$ cat src/hw/rtl/cfb_pkg.sv
// shared types, constants and crc step function for the command frame builder
// no dependencies; imported by every module of the block
package cfb_pkg;

    localparam int unsigned BYTE_W      = 8;
    localparam int unsigned CRC_W       = 16;
    localparam int unsigned CFG_INDEX_W = 2;
    localparam int unsigned CFG_DATA_W  = 8;
    localparam int unsigned QUEUE_DEPTH = 2;
    localparam int unsigned FRAME_LEN   = 6;

    // register indexes
    localparam logic [CFG_INDEX_W-1:0] CFG_START_BYTE = 2'd0;
    localparam logic [CFG_INDEX_W-1:0] CFG_STOP_BYTE  = 2'd1;

    localparam logic [BYTE_W-1:0] START_BYTE_RESET = 8'h02;
    localparam logic [BYTE_W-1:0] STOP_BYTE_RESET  = 8'h03;
    localparam logic [CRC_W-1:0]  CRC_INIT         = 16'hFFFF;

    typedef struct packed {
        logic [BYTE_W-1:0] command_byte;
        logic [BYTE_W-1:0] payload_byte;
    } cfb_item_t;

    typedef struct packed {
        logic [BYTE_W-1:0] frame_byte;
        logic              frame_last;
    } cfb_result_t;

    // one queued command with its checksum
    typedef struct packed {
        logic [BYTE_W-1:0] command_byte;
        logic [BYTE_W-1:0] payload_byte;
        logic [CRC_W-1:0]  crc;
    } cfb_entry_t;

    // crc-16/ccitt-false, one byte per call
    function automatic logic [CRC_W-1:0] crc_add_byte(
        input logic [CRC_W-1:0]  crc,
        input logic [BYTE_W-1:0] b
    );
        logic [BYTE_W-1:0] x;
        logic [CRC_W-1:0]  xw;
        x  = crc[CRC_W-1 -: BYTE_W] ^ b;
        x  = x ^ (x >> 4);
        xw = {{(CRC_W-BYTE_W){1'b0}}, x};
        return (crc << 8) ^ (xw << 12) ^ (xw << 5) ^ xw;
    endfunction

endpackage

$ cat src/hw/rtl/cfb_front.sv
// front stage: accepts command beats, computes the frame crc, feeds the queue
// depends on cfb_pkg
module cfb_front
(
    input  logic               clk,
    input  logic               rst_n,
    input  logic               push,
    output logic               full,
    input  cfb_pkg::cfb_item_t item,
    output logic               q_push,
    output cfb_pkg::cfb_entry_t q_entry,
    input  logic               q_full
);
    import cfb_pkg::*;

    logic      valid_reg;
    logic      valid_next;
    cfb_item_t item_reg;
    logic      accept;
    logic [CRC_W-1:0] crc_cmd;

    // stall only while holding a beat the queue cannot take
    assign full   = valid_reg && q_full;
    assign accept = push && !full;

    // hand the held beat to the queue with its checksum
    assign crc_cmd = crc_add_byte(CRC_INIT, item_reg.command_byte);
    assign q_push  = valid_reg;
    assign q_entry = '{command_byte: item_reg.command_byte,
                       payload_byte: item_reg.payload_byte,
                       crc:          crc_add_byte(crc_cmd, item_reg.payload_byte)};

    always_comb
    begin
        valid_next = valid_reg;
        if (accept)
        begin
            valid_next = 1'b1;
        end
        else if (valid_reg && !q_full)
        begin
            valid_next = 1'b0;
        end
    end

    always_ff @(posedge clk or negedge rst_n)
    begin
        if (!rst_n)
        begin
            valid_reg <= 1'b0;
        end
        else
        begin
            valid_reg <= valid_next;
        end
    end

    // payload holding register
    always_ff @(posedge clk)
    begin
        if (accept)
        begin
            item_reg <= item;
        end
    end

endmodule

$ cat src/hw/rtl/cfb_queue.sv
// short queue of pending commands between the front and back stages
// depends on cfb_pkg
module cfb_queue
#(
    parameter int unsigned DEPTH = cfb_pkg::QUEUE_DEPTH
)
(
    input  logic                clk,
    input  logic                rst_n,
    input  logic                wr_en,
    input  cfb_pkg::cfb_entry_t wr_entry,
    output logic                q_full,
    input  logic                rd_en,
    output cfb_pkg::cfb_entry_t rd_entry,
    output logic                q_empty
);
    import cfb_pkg::*;

    localparam int unsigned PTR_W = (DEPTH > 1) ? $clog2(DEPTH) : 1;
    localparam int unsigned CNT_W = $clog2(DEPTH + 1);
    localparam logic [PTR_W-1:0] PTR_LAST = PTR_W'(DEPTH - 1);
    localparam logic [CNT_W-1:0] CNT_FULL = CNT_W'(DEPTH);

    cfb_entry_t       mem_reg [DEPTH];
    logic [PTR_W-1:0] wr_ptr_reg;
    logic [PTR_W-1:0] wr_ptr_next;
    logic [PTR_W-1:0] rd_ptr_reg;
    logic [PTR_W-1:0] rd_ptr_next;
    logic [CNT_W-1:0] count_reg;
    logic [CNT_W-1:0] count_next;
    logic             do_wr;
    logic             do_rd;

    assign q_full   = (count_reg == CNT_FULL);
    assign q_empty  = (count_reg == '0);
    assign do_wr    = wr_en && !q_full;
    assign do_rd    = rd_en && !q_empty;
    assign rd_entry = mem_reg[rd_ptr_reg];

    // pointer and fill count update
    always_comb
    begin
        wr_ptr_next = wr_ptr_reg;
        rd_ptr_next = rd_ptr_reg;
        count_next  = count_reg;
        if (do_wr)
        begin
            wr_ptr_next = (wr_ptr_reg == PTR_LAST) ? '0 : wr_ptr_reg + 1'b1;
        end
        if (do_rd)
        begin
            rd_ptr_next = (rd_ptr_reg == PTR_LAST) ? '0 : rd_ptr_reg + 1'b1;
        end
        if (do_wr && !do_rd)
        begin
            count_next = count_reg + 1'b1;
        end
        else if (do_rd && !do_wr)
        begin
            count_next = count_reg - 1'b1;
        end
    end

    always_ff @(posedge clk or negedge rst_n)
    begin
        if (!rst_n)
        begin
            wr_ptr_reg <= '0;
            rd_ptr_reg <= '0;
            count_reg  <= '0;
        end
        else
        begin
            wr_ptr_reg <= wr_ptr_next;
            rd_ptr_reg <= rd_ptr_next;
            count_reg  <= count_next;
        end
    end

    // entry storage
    always_ff @(posedge clk)
    begin
        if (do_wr)
        begin
            mem_reg[wr_ptr_reg] <= wr_entry;
        end
    end

endmodule

$ cat src/hw/rtl/cfb_back.sv
// back stage: serializes one queued command into six frame beats
// depends on cfb_pkg
module cfb_back
(
    input  logic                  clk,
    input  logic                  rst_n,
    input  cfb_pkg::cfb_entry_t   q_entry,
    input  logic                  q_empty,
    output logic                  q_pop,
    input  logic [cfb_pkg::BYTE_W-1:0] start_byte,
    input  logic [cfb_pkg::BYTE_W-1:0] stop_byte,
    output logic                  empty,
    input  logic                  pop,
    output cfb_pkg::cfb_result_t  result
);
    import cfb_pkg::*;

    localparam int unsigned IDX_W = $clog2(FRAME_LEN);
    localparam logic [IDX_W-1:0] BYTE_START = IDX_W'(0);
    localparam logic [IDX_W-1:0] BYTE_CMD   = IDX_W'(1);
    localparam logic [IDX_W-1:0] BYTE_PAY   = IDX_W'(2);
    localparam logic [IDX_W-1:0] BYTE_CRC_H = IDX_W'(3);
    localparam logic [IDX_W-1:0] BYTE_CRC_L = IDX_W'(4);
    localparam logic [IDX_W-1:0] BYTE_STOP  = IDX_W'(FRAME_LEN - 1);

    logic        active_reg;
    logic        active_next;
    cfb_entry_t  entry_reg;
    logic [IDX_W-1:0] idx_reg;
    logic [IDX_W-1:0] idx_next;
    logic        out_valid_reg;
    logic        out_valid_next;
    cfb_result_t out_reg;
    cfb_result_t beat;
    logic        emit;
    logic        take;

    assign empty  = !out_valid_reg;
    assign result = out_reg;

    // emit a beat whenever the output register is free or draining
    assign emit  = active_reg && (!out_valid_reg || pop);
    assign take  = (!active_reg || (emit && idx_reg == BYTE_STOP)) && !q_empty;
    assign q_pop = take;

    // byte select by position in the frame
    always_comb
    begin
        beat.frame_last = 1'b0;
        unique case (idx_reg)
            BYTE_START: beat.frame_byte = start_byte;
            BYTE_CMD:   beat.frame_byte = entry_reg.command_byte;
            BYTE_PAY:   beat.frame_byte = entry_reg.payload_byte;
            BYTE_CRC_H: beat.frame_byte = entry_reg.crc[CRC_W-1 -: BYTE_W];
            BYTE_CRC_L: beat.frame_byte = entry_reg.crc[BYTE_W-1:0];
            BYTE_STOP:
            begin
                beat.frame_byte = stop_byte;
                beat.frame_last = 1'b1;
            end
            default:    beat.frame_byte = stop_byte;
        endcase
    end

    // sequencer and output register control
    always_comb
    begin
        active_next    = active_reg;
        idx_next       = idx_reg;
        out_valid_next = out_valid_reg;
        if (pop && out_valid_reg)
        begin
            out_valid_next = 1'b0;
        end
        if (emit)
        begin
            out_valid_next = 1'b1;
            idx_next       = idx_reg + 1'b1;
            if (idx_reg == BYTE_STOP)
            begin
                active_next = 1'b0;
                idx_next    = BYTE_START;
            end
        end
        if (take)
        begin
            active_next = 1'b1;
            idx_next    = BYTE_START;
        end
    end

    always_ff @(posedge clk or negedge rst_n)
    begin
        if (!rst_n)
        begin
            active_reg    <= 1'b0;
            idx_reg       <= BYTE_START;
            out_valid_reg <= 1'b0;
        end
        else
        begin
            active_reg    <= active_next;
            idx_reg       <= idx_next;
            out_valid_reg <= out_valid_next;
        end
    end

    // payload registers
    always_ff @(posedge clk)
    begin
        if (take)
        begin
            entry_reg <= q_entry;
        end
        if (emit)
        begin
            out_reg <= beat;
        end
    end

endmodule

$ cat src/hw/rtl/command_frame_builder_crc16.sv
// top level of the command frame builder with crc-16/ccitt-false
// depends on cfb_pkg, cfb_front, cfb_queue and cfb_back
//
//  channel   handshake          payload              notes
//  input     push / full        item (cfb_item_t)    one command and payload per beat
//  result    empty / pop        result (cfb_result_t) six beats per command, last flagged
//  config    cfg_we             cfg_index, cfg_data  0 start byte, 1 stop byte
//
// each command produces six result beats, one per cycle while pop is held high,
// so the sustained command rate is set by the back-stage serializer; an input
// beat is registered in the front stage, queue, serializer and output register.
// reset clears the front holding stage, the queue and the serializer and
// restores the start and stop bytes to 0x02 and 0x03.
// a stalled result side fills the queue, after which full rises.
module command_frame_builder_crc16
#(
    parameter int unsigned QUEUE_DEPTH = cfb_pkg::QUEUE_DEPTH
)
(
    input  logic                           clk,
    input  logic                           rst_n,
    input  logic                           push,
    output logic                           full,
    input  cfb_pkg::cfb_item_t             item,
    output logic                           empty,
    input  logic                           pop,
    output cfb_pkg::cfb_result_t           result,
    input  logic                           cfg_we,
    input  logic [cfb_pkg::CFG_INDEX_W-1:0] cfg_index,
    input  logic [cfb_pkg::CFG_DATA_W-1:0]  cfg_data
);
    import cfb_pkg::*;

    logic [BYTE_W-1:0] start_byte_reg;
    logic [BYTE_W-1:0] stop_byte_reg;
    logic       q_push;
    logic       q_full;
    logic       q_pop;
    logic       q_empty;
    cfb_entry_t q_wr_entry;
    cfb_entry_t q_rd_entry;

    // configuration registers
    always_ff @(posedge clk or negedge rst_n)
    begin
        if (!rst_n)
        begin
            start_byte_reg <= START_BYTE_RESET;
            stop_byte_reg  <= STOP_BYTE_RESET;
        end
        else if (cfg_we)
        begin
            unique case (cfg_index)
                CFG_START_BYTE: start_byte_reg <= cfg_data[BYTE_W-1:0];
                CFG_STOP_BYTE:  stop_byte_reg  <= cfg_data[BYTE_W-1:0];
                default:        ;
            endcase
        end
    end

    cfb_front u_front
    (
        .clk     (clk),
        .rst_n   (rst_n),
        .push    (push),
        .full    (full),
        .item    (item),
        .q_push  (q_push),
        .q_entry (q_wr_entry),
        .q_full  (q_full)
    );

    cfb_queue #(.DEPTH(QUEUE_DEPTH)) u_queue
    (
        .clk      (clk),
        .rst_n    (rst_n),
        .wr_en    (q_push),
        .wr_entry (q_wr_entry),
        .q_full   (q_full),
        .rd_en    (q_pop),
        .rd_entry (q_rd_entry),
        .q_empty  (q_empty)
    );

    cfb_back u_back
    (
        .clk        (clk),
        .rst_n      (rst_n),
        .q_entry    (q_rd_entry),
        .q_empty    (q_empty),
        .q_pop      (q_pop),
        .start_byte (start_byte_reg),
        .stop_byte  (stop_byte_reg),
        .empty      (empty),
        .pop        (pop),
        .result     (result)
    );

endmodule

$ cat config.mk
export PLATFORM = sky130hd
export DESIGN_NAME = command_frame_builder_crc16
export DESIGN_NICKNAME = d
export VERILOG_FILES = /design/src/hw/rtl/cfb_pkg.sv /design/src/hw/rtl/cfb_front.sv /design/src/hw/rtl/cfb_queue.sv /design/src/hw/rtl/cfb_back.sv /design/src/hw/rtl/command_frame_builder_crc16.sv
export SDC_FILE = /design/constraint.sdc
export NUM_CORES = 1
export LEC_CHECK = 0
export BUFFER_PORTS_ARGS = -buffer_cell sky130_fd_sc_hd__buf_2
export CAP_MARGIN = 20
export CORE_ASPECT_RATIO = 1.75
export CORE_MARGIN = 3
export CORE_UTILIZATION = 25
export CTS_CLUSTER_DIAMETER = 30
export DETAILED_ROUTE_END_ITERATION = 8
export PLACE_DENSITY = 0.4
export SYNTH_ARGS = -nofsm -noshare
export SYNTH_HDL_FRONTEND = slang
export SYNTH_SLANG_ARGS = --single-unit
$ cat constraint.sdc
create_clock -name clk -period 6.4 [get_ports clk]
set_input_delay 1.28 -clock clk [delete_from_list [all_inputs] [get_ports clk]]
set_output_delay 1.28 -clock clk [all_outputs]
set_load 0.01 [all_outputs]
==> results of run 1 <==
layout by cell type (no fill, tap or decap), types with 4 or more instances in the layout:
cell,n
a222oi_1,6
edfxtp_1,121
xnor2_2,8
nand2_1,8
mux2i_1,6
inv_1,4
buf_2,41
nand2b_1,4
clkinv_2,5
mux2_2,48
dfrtp_1,23
xor2_2,4
xnor2_1,16
a21oi_1,7
o2bb2ai_1,6
nor2_1,8
xor2_1,13
a22oi_1,4
clkbuf_16,17
o21ai_1,5
where the power goes:
part	internal [uW]	leakage, uW	switching (uW)
logic	391	0.000801	492
clock network	613	0.000291	381
registers	1480	0.00143	148
total	2490	0.00252	1020
stage by stage:
| step | utilization, % | hold slack [ns] | cell area (um2) | setup WS, ns |
|---|---|---|---|---|
| detailed placement | 28.1 | 0.498 | 6470 | 2.73 |
| finish | 30.8 | 0.510 | 7080 | 3.84 |
| floorplan | - | 0.461 | 5910 | 2.07 |
| CTS | 30.7 | 0.513 | 7060 | 3.15 |
| global route | 30.8 | 0.523 | 7080 | 3.72 |
| global placement | 28.1 | 0.490 | 6470 | 2.83 |
final timing paths:
kind,cells past startpoint,endpoint,from,slack (ns)
max in group asynchronous,1,start_byte_reg[4],rst_n,5.11
min,1,u_queue.wr_ptr_reg,u_queue.wr_ptr_reg,0.51
max reg2reg,5,u_back.result[8],u_back.idx_reg[0],3.99
min in group asynchronous,1,u_queue.count_reg[0],rst_n,0.88
min reg2reg,1,u_queue.wr_ptr_reg,u_queue.wr_ptr_reg,0.51
max,9,u_queue.count_reg[1],pop,3.84
final cells by class:
cell class / instances / area (um2)
clock inverters: 13 / 158
fillers: 2274 / 15900
clock buffers: 19 / 433
well taps: 300 / 375
multi-input cells: 170 / 1560
repair buffers: 45 / 248
flip-flops and latches: 147 / 4290
inverters: 6 / 22.5
per-layer routing:
metal	global-route usage (%)	part of all wire, %
met1	10.1	41
met2	16.0	54
met3	2.29	3.2
met4	4.95	2.5
met5	0	0
kinds of logic after synthesis:
logic type	count (synthesis)	share of synthesized area (%)
mux	56	10.5
buf+inv	19	1.31
flops	147	72.5
fa+ha+maj	2	0.423
compound gates	36	4.36
simple gates	35	3.22
xor+xnor	41	7.60
==> impl_metrics.tcl, run 1 <==
set metrics [dict create \
    ys_types 39 \
    finalNonFillerCells 700 \
    dpl.cell_count 667 \
    timing_worst_slew_pin_value_ns 0.810 \
    cts-hold-fix-buffers 0 \
    rsz_0062_raised_after_global_routing "no" \
    gp_congestion 0.750 \
    critical-path-top-delay-family "simple AND/OR/NAND/NOR gates" \
    htreeDepth 4 \
    cts_setup_buffers 0 \
    insertion_delay_ns 0.41 \
    antenna-diode-count 0 \
    ios 42 \
    detail_route.wl_per_cell_um 15.6 \
    timing.critical_path.fanout_max 8 \
    drt_first_iter_violations 183 \
    ctsLongestPathBuffers 2 \
    drt_first_pass_iters 5 \
    core_region_area_um2 23000 \
    port-buffer-count 41 \
    die_area_um2 25600 \
    post_route_cells_drive_above_1_share_pct 35.8 \
    p_per_area_nw_per_um2 495 \
    post_synth_instance_area_um2 5910 \
    crit_top_cell "xor2_1" \
    start_util_pct 25.7 \
    timing_max_transition_violations_final 0 \
    finalCriticalPeriod_ns 2.56 \
    wire_length_reported_by_the_detailed_router_mm 10.9 \
    sequential_to_total_area_share_from_yosys_stat_pct 72.5 \
    timing.setup.critical_path_class "input port to register" \
    yosys_register_bits 147 \
    synthCells 336 \
    portion_of_synthesized_cell_area_occupied_by_the_leading_cell_type_pct 61.5 \
    largest_net_degree_at_the_start_of_global_routing 35 \
    dpl.hpwl_mm 7.56 \
    setup.worst_path.start_class "input port" \
    post_cts_resized 0 \
    drt_drc_violations_left 0 \
    hold_viol_final 0 \
    run_status "completed" \
    cp.buffers_inverters 2 \
    drv.max_cap_violation_count 0 \
    cts_tree "built" \
    detail_route.vias_per_cell 4.01 \
    hp-class "register to register" \
    finClkSkew_ns 0.00996 \
    ys_top_cells_by_area "edfxtp_1 (61%), dfrtp_1 (9.7%), mux2_2 (9.1%)" \
    timing.setup.tns_ns 0 \
    grt_antenna_before_repair 0 \
    floorplan.die.height_um 209 \
    crit_path_top_delay_cell "a21oi_4" \
    worstSetupEndpointType "register" \
    synthesis.area_per_instance_um2 17.6 \
    grt_first_pass_wirelength_mm 17.4 \
    p_leak_uw 0.00252 \
    cts-root-buf "clkbuf_16" \
    timing.critical_path.arrival_ns 2.88 \
    global_route.usage.total_pct 9.21 \
    postSynth.topFlopCell "edfxtp_1" \
    clock_pin_slew_on_the_worst_setup_and_hold_paths_ns 0.06 \
    ys_warn_count 0 \
    antenna_violating_nets_post_route 0 \
    critPathRequiredTime_ns 6.73 \
    clkSinkCount 147 \
    async_flop_share_pct 17.7 \
    yosysMostFrequentCell "edfxtp_1" \
    area_growth_syn_to_layout_pct 19.8 \
    tritoncts.num_buffers 17 \
    path_cells "buf_2 > nand2b_1 > nand4_1 > a21oi_4 > inv_1 > ha_1 > xor2_1 > nor2_1 > xor2_1" \
    total_power_uw 3510 \
    endpoints_failing_setup 0 \
    timing.fmax_mhz 391 \
    num-nets-final 420 \
    max-vdd-ir-drop_mv 0.150 \
    slew_headroom_pct 45.6 \
    post-synth-top-area-cell "edfxtp_1" \
    rows 73 \
    syn-num-nets 369 \
    largest_register_ffs 64 \
    grt_pass1_vias 3112 \
    most_frequent_cells_after_synthesis "edfxtp_1 (121), mux2_2 (48), dfrtp_1 (23)" \
    grt_remaining_overflow 0 \
    layout_worst_path_cycle_share_pct 39.9 \
    peak_per_stage_delay_on_the_critical_path_ns 0.34 \
    synth_edf_count 121 \
    floorplan.die.width_um 122 \
    vias 2807 \
]
Power figures use the tool's default switching activity.
==> run 2, diff against run 1 <==
==> constraint.sdc (replaced) <==
create_clock -name clk -period 2.6 [get_ports clk]
set_input_delay 0.52 -clock clk [delete_from_list [all_inputs] [get_ports clk]]
set_output_delay 0.52 -clock clk [all_outputs]
set_load 0.01 [all_outputs]
==> impl_metrics.tcl, run 2 (same netlist as run 1, synthesis figures left out) <==
set metrics [dict create \
    layout_worst_path_cycle_share_pct 76.9 \
    final_cell_mix "edfxtp_1 (121), mux2_2 (48), buf_2 (41), dfrtp_1 (23), clkbuf_16 (19)" \
    timing_max_transition_violations_final 0 \
    timing.setup.critical_path_class "register to register" \
    netSwitchingFraction_pct 28.8 \
    timing.setup.tns_ns 0 \
    floorplan.die.height_um 209 \
    die_area_um2 25600 \
    gp_congestion 0.732 \
    post_route_cells_drive_above_1_share_pct 36.2 \
    detail_route.vias_per_cell 4.00 \
    finalCriticalPeriod_ns 2.00 \
    critical-path-top-delay-family "compound AO/OA/AOI/OAI gates" \
    pwr-share-seq_pct 45.2 \
    power_report.internal_total_uw 6190 \
    drv.max_cap_violation_count 0 \
    num-nets-final 423 \
    port-buffer-count 41 \
    grt_pass1_vias 3178 \
    start_util_pct 25.7 \
    max-vdd-ir-drop_mv 0.406 \
    vias 2811 \
    antenna-diode-count 0 \
    timing.critical_path.fanout_max 16 \
    timing.critical_path.arrival_ns 2.16 \
    endpoints_failing_setup 0 \
    setup.worst_path.start_class "register" \
    largest_net_degree_at_the_start_of_global_routing 34 \
    cts_tree "built" \
    drt_first_pass_iters 4 \
    power_share_of_the_combinational_group_pct 26.3 \
    worstRegToRegCells 5 \
    detail_route.wl_per_cell_um 16.0 \
    htreeDepth 4 \
    worstSetupEndpointType "register" \
    critPathRequiredTime_ns 2.76 \
    largest_register_ffs 64 \
    layout.cells.most_common "edfxtp_1" \
    drt_first_iter_violations 128 \
    wire_length_reported_by_the_detailed_router_mm 11.2 \
    crit_path_top_delay_cell "dfrtp_1" \
    finalNonFillerCells 703 \
    clock_pin_slew_on_the_worst_setup_and_hold_paths_ns 0.06 \
    cts-hold-fix-buffers 0 \
    cts_setup_buffers 0 \
    ios 42 \
    p_leak_uw 0.00255 \
    tritoncts.num_buffers 17 \
    floorplan.die.width_um 122 \
    cp.buffers_inverters 0 \
    rsz_0062_raised_after_global_routing "no" \
    grt_antenna_before_repair 0 \
    grt_remaining_overflow 0 \
    ctsLongestPathBuffers 2 \
    post_cts_resized 0 \
    worstSetupPathDepth 5 \
    global_route.usage.total_pct 9.37 \
    run_status "completed" \
    finClkSkew_ns 0.0113 \
    slew_headroom_pct 49.6 \
    timing_worst_slew_pin_value_ns 0.752 \
    hp-class "input port to async pin" \
    insertion_delay_ns 0.41 \
    drt_drc_violations_left 0 \
    grt_first_pass_wirelength_mm 17.9 \
    core_region_area_um2 23000 \
    area_growth_syn_to_layout_pct 20.4 \
    rows 73 \
    timing.fmax_mhz 500 \
    net-switching-power_uw 2500 \
    peak_per_stage_delay_on_the_critical_path_ns 0.46 \
    antenna_violating_nets_post_route 0 \
    clkSinkCount 147 \
    power.share.clock_pct 28.5 \
    path_cells "and2_1 > ha_1 > a21o_1 > o211ai_1 > o21a_1" \
    cts-root-buf "clkbuf_16" \
    hold_viol_final 0 \
    dpl.cell_count 671 \
    dpl.hpwl_mm 7.81 \
    p_per_area_nw_per_um2 1220 \
]
==> run 2: through the flow <==
stage	power [uW]	utilization, %	setup WS [ns]	cell area [um2]	hold slack (ns)
after floorplan	5600	-	0.103	5920	0.224
after global placement	6290	28.3	0.608	6500	0.489
after detailed placement	6330	28.3	0.545	6500	0.499
after CTS	8860	30.9	0.564	7120	0.130
after global routing	9230	30.9	0.396	7120	0.166
final	8690	30.9	0.601	7120	0.123
==> run 2: path summary, 6_finish.rpt <==
path | start | to | slack (ns)
setup / recovery | u_back.idx_reg[1] | u_back.result[8] | 0.60
min in group clk | item[2] | u_front.q_entry[18] | 0.28
max in group asynchronous | rst_n | stop_byte_reg[4] | 2.07
hold / removal | rst_n | u_back.active_reg | 0.12
hold reg to reg | u_front.q_entry[16] | u_queue.mem_reg[1][16] | 0.50
setup reg to reg | u_back.idx_reg[1] | u_back.result[8] | 0.60
==> run 2: final cells by class <==
cell class	count	area, um2
Timing Repair Buffer	48	258
Clock inverter	6	65.1
Tap cell	300	375
Clock buffer	26	552
Sequential cell	147	4290
Inverter	6	22.5
Multi-Input combinational cell	170	1560
Fill cell	2324	15900
==> run 2: power groups by stage <==
stage / Combinational, uW / Sequential, uW / Clock (uW)
5_1_grt: 2550 / 4020 / 2660
2_1_floorplan: 1670 / 3930 / 0
4_1_cts: 2360 / 3950 / 2550
3_5_place_dp: 2340 / 3990 / 0
6_report: 2280 / 3930 / 2480
3_3_place_gp: 2320 / 3970 / 0
==> run 2: worst reg2reg max path, cell delays in order (launching register included) <==
cell and delay (ns):
dfrtp_1 0.46, and2_1 0.17, ha_1 0.37, a21o_1 0.44, o211ai_1 0.17, o21a_1 0.14
==> run 2: metal layers <==
layer | share of wire, % | routed length, um | global-route usage, %
met3 | 2.4 | 271 | 2.02
met1 | 40 | 4550 | 10.3
met4 | 1.7 | 193 | 4.72
met2 | 55 | 6230 | 16.7
met5 | 0 | 0 | 0
==> run 3, diff against run 2 <==
--- a/config.mk
+++ b/config.mk
@@ -12,7 +12,7 @@
 export CORE_UTILIZATION = 25
 export CTS_CLUSTER_DIAMETER = 30
 export DETAILED_ROUTE_END_ITERATION = 8
-export PLACE_DENSITY = 0.4
+export PLACE_DENSITY = 0.41
 export SYNTH_ARGS = -nofsm -noshare
 export SYNTH_HDL_FRONTEND = slang
 export SYNTH_SLANG_ARGS = --single-unit
==> constraint.sdc (replaced) <==
create_clock -name clk -period 1.71 [get_ports clk]
set_input_delay 0.342 -clock clk [delete_from_list [all_inputs] [get_ports clk]]
set_output_delay 0.342 -clock clk [all_outputs]
set_load 0.01 [all_outputs]
==> impl_metrics.tcl, run 3 (same netlist as run 1, synthesis figures left out) <==
set metrics [dict create \
    run_status "completed" \
    largest_net_degree_at_the_start_of_global_routing 34 \
    timing_worst_slew_pin_value_ns 0.726 \
    area_growth_syn_to_layout_pct 26.7 \
    critPathRequiredTime_ns 1.98 \
    worst_hold_slack_ns 0.0982 \
    min_delay_path_depth 1 \
    antenna-diode-count 0 \
    ctsLongestPathBuffers 2 \
    layout.cell_area.non_filler_um2 7490 \
    setup.worst_path.start_class "register" \
    drv.max_cap_violation_count 0 \
    drt_first_pass_iters 5 \
    finalCoreUtilization_pct 32.5 \
    floorplan.die.height_um 209 \
    finalCriticalPeriod_ns 1.67 \
    dpl_worst_slack_ns -0.147 \
    grt_first_pass_wirelength_mm 18.0 \
    tritoncts.num_buffers 17 \
    num-nets-final 456 \
    timing.fmax_mhz 600 \
    timing.critical_path.fanout_max 6 \
    layout.cells.most_common "edfxtp_1" \
    layout_worst_path_cycle_share_pct 97.5 \
    final.fill_count 2272 \
    finClkSkew_ns 0.00661 \
    insertion_delay_ns 0.42 \
    final_cell_mix "edfxtp_1 (121), mux2_2 (48), buf_2 (42), buf_4 (30), dfrtp_1 (22)" \
    p_leak_uw 0.00272 \
    drt_drc_violations_left 0 \
    final.setup.worst_slack_ns 0.0424 \
    die_area_um2 25600 \
    r2r_setup_slack_ns 0.04 \
    drt_first_iter_violations 151 \
    post_place_cell_area_um2 6820 \
    htreeDepth 4 \
    antenna_violating_nets_post_route 0 \
    p_per_area_nw_per_um2 1870 \
    floorplan.die.width_um 122 \
    timing.critical_path.arrival_ns 1.93 \
    grt_antenna_before_repair 0 \
    layout.area.seq_um2 4290 \
    clkSinkCount 147 \
    port-buffer-count 41 \
    max-vdd-ir-drop_mv 0.729 \
    start_util_pct 25.7 \
    min-delay-start "item[0]" \
    worstSetupEndpointType "register" \
    wire_length_reported_by_the_detailed_router_mm 11.6 \
    largest_register_ffs 64 \
    cts-root-buf "clkbuf_16" \
    cts_tree "built" \
    rows 73 \
    post_route_cells_drive_above_1_share_pct 41.8 \
    worstRegToRegCells 6 \
    gp_congestion 0.723 \
    rsz_0062_raised_after_global_routing "yes" \
    hold_end "u_front.q_entry[16]" \
    timing.critical_path.from "u_back.idx_reg[0]" \
    hp-class "input port to register" \
    regToRegStartpoint "u_back.idx_reg[0]" \
    timing.setup.critical_path_class "register to register" \
    global_route.usage.total_pct 9.63 \
    dpl.hpwl_mm 8.11 \
    detail_route.wl_per_cell_um 15.8 \
    grt_remaining_overflow 0 \
    timing_max_transition_violations_final 0 \
    vias 2968 \
    grt_pass1_vias 3170 \
    critical_path.reg2reg.endpoint "u_back.result[7]" \
    endpoints_failing_setup 0 \
    ios 42 \
    clock_pin_slew_on_the_worst_setup_and_hold_paths_ns 0.06 \
    core_region_area_um2 23000 \
    hold_viol_final 0 \
    detail_route.vias_per_cell 4.04 \
    slew_headroom_pct 51.6 \
    multiInputGateArea_um2 1610 \
]
-- run 3: cell types whose count changed in the layout (fill, tap and decap cells not counted), sizes merged --
cell	delta
clkbuf	-8
buf	+32
clkinvlp	-1
clkinv	+4
dlygate4sd3	+1
inv	+1
bufinv	+3
-- run 3: per-stage QoR --
step / std cells / total power [uW] / TNS (ns)
after floorplan: 336 / 8690 / -4.34
after global placement: 697 / 10200 / -0.712
after detailed placement: 697 / 10200 / -0.799
after CTS: 731 / 14200 / 0
after global routing: 735 / 14800 / -0.138
final: 735 / 14000 / 0
-- run 3: power by group --
group	total, uW	internal (uW)	switching, uW
clock	3790	2410	1390
sequential	5970	5560	411
combinational	4270	2080	2190
total	14000	10000	3990
-- run 3: how the worst max path moves through the flow --
stage                                 to  depth (start not counted)  slack, ns
floorplan           u_queue.count_reg[1]                          9      -0.45
global placement        u_back.result[7]                          5      -0.13
detailed placement      u_back.result[7]                          5      -0.15
CTS                 u_queue.count_reg[1]                          8      0.008
global route            u_back.result[4]                          6      -0.03
finish                  u_back.result[7]                          6       0.04
-- run 3: critical path: stages (launching register included) --
cell and delay [ns]:
dfrtp_1 0.43, buf_12 0.16, buf_4 0.13, nor3_2 0.35, buf_4 0.21, a222oi_1 0.09, a21oi_1 0.16
-- run 3: what timing repair did --
action	in CTS	in global routing
gates cloned	0	0
pin swaps	5	7
endpoints found under the hold margin	23	0
setup buffers	2	5
gates resized for setup	2	4
setup endpoints to repair	7	8
hold buffers	1	0
-- run 3: metal layers --
layer | track usage [%] | up-vias | part of all wire, %
met5 | 0 | - | 0
met4 | 6.54 | 0 | 3.7
met3 | 2.40 | 22 | 3.2
met2 | 16.7 | 56 | 56
met1 | 10.0 | 1451 | 37
li1 | - | 1439 | -
-- run 3: cell type report --
class | instances | share of cell area (%)
timing repair buffer | 81 | 7.97
tap | 300 | 5.01
clock inverter | 13 | 2.21
clock buffer | 18 | 5.73
sequential | 147 | 57.3
multi-input combinational | 170 | 21.5
inverter | 6 | 0.301
